[src/rtl/core/segment_intersection_defines.svh]
// Assertion macros of the segment intersection RTL
`ifndef SEGMENT_INTERSECTION_DEFINES_SVH
`define SEGMENT_INTERSECTION_DEFINES_SVH

`ifndef SYNTHESIS
// plain property, checked every clock outside reset
`define SEGI_ASSERT(lbl, clk, rst, prop, msg) \
   lbl: assert property (@(posedge clk) disable iff (rst) (prop)) else $error(msg);
// antecedent this cycle, consequent next cycle
`define SEGI_ASSERT_NEXT(lbl, clk, rst, ante, cons, msg) \
   lbl: assert property (@(posedge clk) disable iff (rst) (ante) |=> (cons)) else $error(msg);
`else
`define SEGI_ASSERT(lbl, clk, rst, prop, msg)
`define SEGI_ASSERT_NEXT(lbl, clk, rst, ante, cons, msg)
`endif

`endif

[src/rtl/core/segi_pkg.sv]
// Shared widths, types and helpers of the segment intersection block
`default_nettype none
package segi_pkg;

   localparam int COORD_BITS = 16;
   localparam int FRAC_BITS  = 16;
   localparam int OUT_BITS   = 32;

   // derived widths
   localparam int DIFF_W  = COORD_BITS + 1;
   localparam int PROD_W  = 2 * DIFF_W;
   localparam int CROSS_W = PROD_W + 1;
   localparam int DEN_W   = CROSS_W + 1;
   localparam int QUOT_W  = COORD_BITS + FRAC_BITS;
   localparam int NUM_W   = DIFF_W + CROSS_W + FRAC_BITS;
   localparam int EXT_W   = COORD_BITS + FRAC_BITS + 2;

   // queue between front and back (power of two)
   localparam int FIFO_DEPTH = 4;
   localparam int FIFO_AW    = $clog2(FIFO_DEPTH);
   localparam int FIFO_CW    = $clog2(FIFO_DEPTH + 1);

   typedef logic signed [COORD_BITS-1:0] coord_type;
   typedef logic signed [DIFF_W-1:0]     diff_type;
   typedef logic signed [CROSS_W-1:0]    cross_type;

   // classified word handed from front to back
   typedef struct packed {
      logic                  hit;
      logic                  point_valid;
      logic                  den_zero;
      logic [DEN_W-1:0]      den;
      logic [CROSS_W-1:0]    num;
      logic [COORD_BITS-1:0] start_x;
      logic [COORD_BITS-1:0] start_y;
      logic [DIFF_W-1:0]     delta_x;
      logic [DIFF_W-1:0]     delta_y;
   } seg_entry_type;

   // closed bounding box test of p against box spanned by q and r
   function automatic logic in_box(coord_type px, coord_type py, coord_type qx,
                                   coord_type qy, coord_type rx, coord_type ry);
      coord_type lox, hix, loy, hiy;
      lox = (qx < rx) ? qx : rx;
      hix = (qx < rx) ? rx : qx;
      loy = (qy < ry) ? qy : ry;
      hiy = (qy < ry) ? ry : qy;
      return (px >= lox) && (px <= hix) && (py >= loy) && (py <= hiy);
   endfunction

endpackage
`default_nettype wire

[src/rtl/core/segi_fifo.sv]
// Short queue between the front and back ends
`default_nettype none
`include "segment_intersection_defines.svh"
module segi_fifo (
   input  wire logic                   clock,
   input  wire logic                   reset,
   input  wire logic                   push,
   input  wire segi_pkg::seg_entry_type push_word,
   output logic                        full,
   input  wire logic                   pop,
   output segi_pkg::seg_entry_type     pop_word,
   output logic                        avail
);
   import segi_pkg::*;

   seg_entry_type        mem [FIFO_DEPTH];
   logic [FIFO_AW-1:0]   wr_ptr_ff, wr_ptr_in, rd_ptr_ff, rd_ptr_in;
   logic [FIFO_CW-1:0]   count_ff, count_in;

   assign full     = (count_ff == FIFO_CW'(FIFO_DEPTH));
   assign avail    = (count_ff != '0);
   assign pop_word = mem[rd_ptr_ff];

   // pointer and fill count update
   always_comb begin
      wr_ptr_in = push ? wr_ptr_ff + 1'b1 : wr_ptr_ff;
      rd_ptr_in = pop  ? rd_ptr_ff + 1'b1 : rd_ptr_ff;
      count_in  = count_ff;
      if (push && !pop) begin
         count_in = count_ff + 1'b1;
      end else if (pop && !push) begin
         count_in = count_ff - 1'b1;
      end
   end

   always_ff @(posedge clock) begin
      if (reset) begin
         wr_ptr_ff <= '0;
         rd_ptr_ff <= '0;
         count_ff  <= '0;
      end else begin
         wr_ptr_ff <= wr_ptr_in;
         rd_ptr_ff <= rd_ptr_in;
         count_ff  <= count_in;
      end
   end

   always_ff @(posedge clock) begin
      if (push) begin
         mem[wr_ptr_ff] <= push_word;
      end
   end

   `SEGI_ASSERT(a_count_bound, clock, reset, count_ff <= FIFO_CW'(FIFO_DEPTH), "fifo overfilled")
   `SEGI_ASSERT(a_pop_nonempty, clock, reset, !pop || count_ff != '0, "pop from empty fifo")
   `SEGI_ASSERT_NEXT(a_push_grows, clock, reset, push && !pop, count_ff == $past(count_ff) + 1'b1, "fill count lost a push")

endmodule
`default_nettype wire

[config.mk]
export PLATFORM = sky130hd
export DESIGN_NAME = segi_fifo
export DESIGN_NICKNAME = d
export VERILOG_FILES = /design/src/rtl/core/segi_pkg.sv /design/src/rtl/core/segi_fifo.sv
export VERILOG_INCLUDE_DIRS = /design/src /design/src/rtl/core
export SDC_FILE = /design/constraint.sdc
export NUM_CORES = 1
export LEC_CHECK = 0
export BUFFER_PORTS_ARGS = -buffer_cell sky130_fd_sc_hd__buf_2
export CAP_MARGIN = 10
export CORE_MARGIN = 2
export CORE_UTILIZATION = 30
export CTS_CLUSTER_SIZE = 40
export DETAILED_ROUTE_END_ITERATION = 8
export GPL_ROUTABILITY_DRIVEN = 1
export SLEW_MARGIN = 30
export SYNTH_ARGS = -nofsm -noshare
export SYNTH_HDL_FRONTEND = slang
export SYNTH_SLANG_ARGS = --single-unit
[constraint.sdc]
create_clock -name clock -period 5.2 [get_ports clock]
set_input_delay 0.52 -clock clock [delete_from_list [all_inputs] [get_ports clock]]
set_output_delay 0.52 -clock clock [all_outputs]
set_load 0.05 [all_outputs]
==> summary.md <==
| Metric | Value |
|---|---|
| Status | finished clean |
| CTS sink count | approximately 570 |
| Slew HR | about half |
| Hold path startpoint | push_word[23] |
| Post-route ant nets | 0 |
| Post-layout min period | 3.11 ns |
| IO Pins | around 290 |
| Cells after Synth | roughly 780 |
| Period utilization | 59.8% |
| Htree depth | 2 |
| Int Power | roughly 8000 uW |
| Mapped Area | a little over 0.02 mm^2 |
| RSZ-0062 raised after global routing | false |
| Root buf cell | clkbuf_16 |
| Final setup viols | 0 |
| Arr. time, crit path | 2.59 ns |
| Hold Crit Class | in -> reg |
| Antenna violations before repair | 8 |
| Layout Nets | 1254 |
| Slowest stage delay, CP | around 0.81 ns |
| Max cap viols | 0 |
| Clock Power Share | 36.6% |
| Post-synthesis sequential area ratio | about 80% |
| Cts bufs inserted | 60 |
| GRT Residual Overflow | 0 |
| Die area | 0.0709 mm^2 |
| Share of the synthesized area in the top cell type | approximately four fifths |
| Fin util | a little over a third |
| CORE AREA | around 0.068 mm^2 |
| Placed cell count | just under 2000 |
| Port Buffers | around 290 |
| Drt drc | 0 |
| Clk_lat worst skew | ~0.60 ns |
| Fmax achieved | 321 MHz |
| WS Path Type | reg -> out |
| Hold Buf Count CTS | 0 |
| Fin. max-slew vios | 0 |
| Leading area contributor after synthesis | edfxtp_1 |
| Yosys synthesis warning count | 0 |
| CTS tree | built |
| Clock Path Buffers | 3 |
| Critical Path Slowest Stage Cell | dfxtp_4 |
| Critical Path RT | between 4 and 5 ns |
| Post-route setup TNS | 0 ns |
| Detailed placement HPWL | roughly 25000 um |
| Share of cells above drive strength 1 | a little under half |
| Synthesized Nets | 926 |
| Worst Skew | 0.0150 ns |
| Crit path buf inv count | 2 |
| Largest net degree at the start of global routing | 67 |
| FILL cells | between 6000 and 7000 |
| Sw frac | about a quarter |
| Die extent in y | 266 um |
| Wire length per cell | 20.6 um |
| Post-CTS Setup Bufs | 0 |
| Worst-path clk slew | 0.06 ns |
| Final RePlAce weighted congestion | around 0.7 |
| Pwr dens | 430 mW/mm^2 |
| Critical path endpoint category | output port |
| Main area contributors after synthesis | edfxtp_1 (82%), mux4_2 (15%), dfxtp_1 (0.87%), buf_6 (0.60%), buf_2 (0.36%) |
| CP Cell Sequence | buf_4, mux4_2, buf_2 |
| Worst setup SP type | flop |
| Hold Slack | 0.132 ns |
| DR vias/cell | between 4 and 5 |
| Register bit count reported by yosys | ~570 |
| Netlist cell types | 21 |
| Post-CTS sizing | 0 |
| Synthesized area per cell | approximately 27 um^2 |
| Number of global-route vias before repair | ~10000 |
| Die X | 266 um |
| RR Startpoint | wr_ptr_ff[0] |
| Seq pwr share | roughly half |
| Starting Density | a little under a third |
| CP max FO | 40 |
| First-pass GRT wire length | 62200 um |
| Hold Vio Cnt, Final | 0 |
| Combinational share of power | between 10% and 20% |
| Final non-filler cell total | 2038 |
| Tightest Pin Transition | about 0.75 ns |
| Setup Slack @ Placement | roughly 2.6 ns |
| Static Leak | between 0.008 and 0.009 uW |
| Layout area overhead | 21.1% |
| Drt pass-1 iters | 4 |
| Vias | around 9200 |
| Crit path max-delay family | flip-flops |
| Final setup margin | ~2.1 ns |
| Num rows | 96 |
| Switch Pwr | 2800 uW |
| Overall routing resource usage | around an eighth |
| DR iter-0 viols | 513 |
| Total wire length | approximately 42000 um |
| Peak VDD IR | ~0.00028 V |
-- synth_stat cells --
| library cell | n |
|---|---|
| buf_4 | 2 |
| o21ai_0 | 1 |
| fa_1 | 1 |
| nand2_1 | 1 |
| clkbuf_1 | 4 |
| nor2_1 | 7 |
| clkbuf_2 | 1 |
| mux4_2 | 140 |
| buf_6 | 11 |
| ha_1 | 5 |
| buf_2 | 15 |
| inv_1 | 4 |
| a21oi_1 | 1 |
| nor3b_1 | 1 |
| dfxtp_1 | 9 |
| and2_1 | 4 |
| xor2_1 | 3 |
| xnor2_1 | 2 |
| or3_1 | 2 |
| mux2i_1 | 2 |
| edfxtp_1 | 560 |
-- cell type report --
| class | count | area (um^2) | area share, % |
|---|---|---|---|
| clock buffer | 74 | 1580 | 6.31 |
| antenna | 4 | 10.0 | 0.0401 |
| inverter | 4 | 15.0 | 0.0601 |
| timing repair buffer | 299 | 1630 | 6.53 |
| multi-input combinational | 170 | 3390 | 13.6 |
| tap | 882 | 1100 | 4.42 |
| clock inverter | 36 | 239 | 0.957 |
| sequential | 569 | 17000 | 68.1 |
-- routing by layer --
layer | vias up | global-route usage, % | wire, um
met2 | 227 | 19.5 | 20900
met4 | 8 | 3.26 | 831
met5 | - | 0 | 48
met1 | 4849 | 14.3 | 17000
met3 | 70 | 4.20 | 3180
li1 | 4019 | - | -
-- path summary, 6_finish.rpt --
path | endpoint | slack [ns] | depth (start not counted)
max | pop_word[27] | 2.09 | 3
min | mem[1][23] | 0.13 | 1
max reg2reg | mem[1][115] | 2.94 | 3
min reg2reg | count_ff[2] | 0.51 | 2
-- sequential cells by signal (all words and copies together) (netlist names), named ones only --
name       cells
count_ff       3
rd_ptr_ff      2
wr_ptr_ff      2
mem          560
-- metrics by stage --
step	instance area, um^2	power [uW]
after global placement	23100	6920
after floorplan	20600	6540
final	25000	10700
after CTS	25000	10900
after global routing	25000	11200
after detailed placement	23100	6940
-- power by group through the flow --
| stage | registers, uW | clock network [uW] | logic [uW] |
|---|---|---|---|
| 4_1_cts | 5350 | 4070 | 1500 |
| 5_1_grt | 5360 | 4240 | 1550 |
| 3_3_place_gp | 5430 | 0 | 1490 |
| 6_report | 5340 | 3930 | 1470 |
| 3_5_place_dp | 5440 | 0 | 1500 |
| 2_1_floorplan | 5430 | 0 | 1110 |
-- cell usage in the layout, fill, tap and decap left out, drive strengths merged --
cell type	n
diode	4
dfxtp	9
fa	1
inv	7
a21oi	1
o21ai	1
xnor2	2
and2	4
mux4	140
clkinv	28
or3	2
buf	299
clkinvlp	3
nand2	1
nor3b	1
mux2i	2
xor2	3
ha	5
edfxtp	560
bufinv	2
nor2	7
clkbuf	74
-- cell families after synthesis --
kind of cell / after synthesis / synth area share (%)
and+or+nand+nor: 15 / 0.364
buffers and inverters: 37 / 1.21
adders and majority gates: 6 / 0.400
AOI/OAI and AO/OA: 2 / 0.0485
DFF: 569 / 82.4
muxes: 142 / 15.4
xor gates and xnor gates: 5 / 0.212
Note: power is estimated with default switching activity, not from simulation.
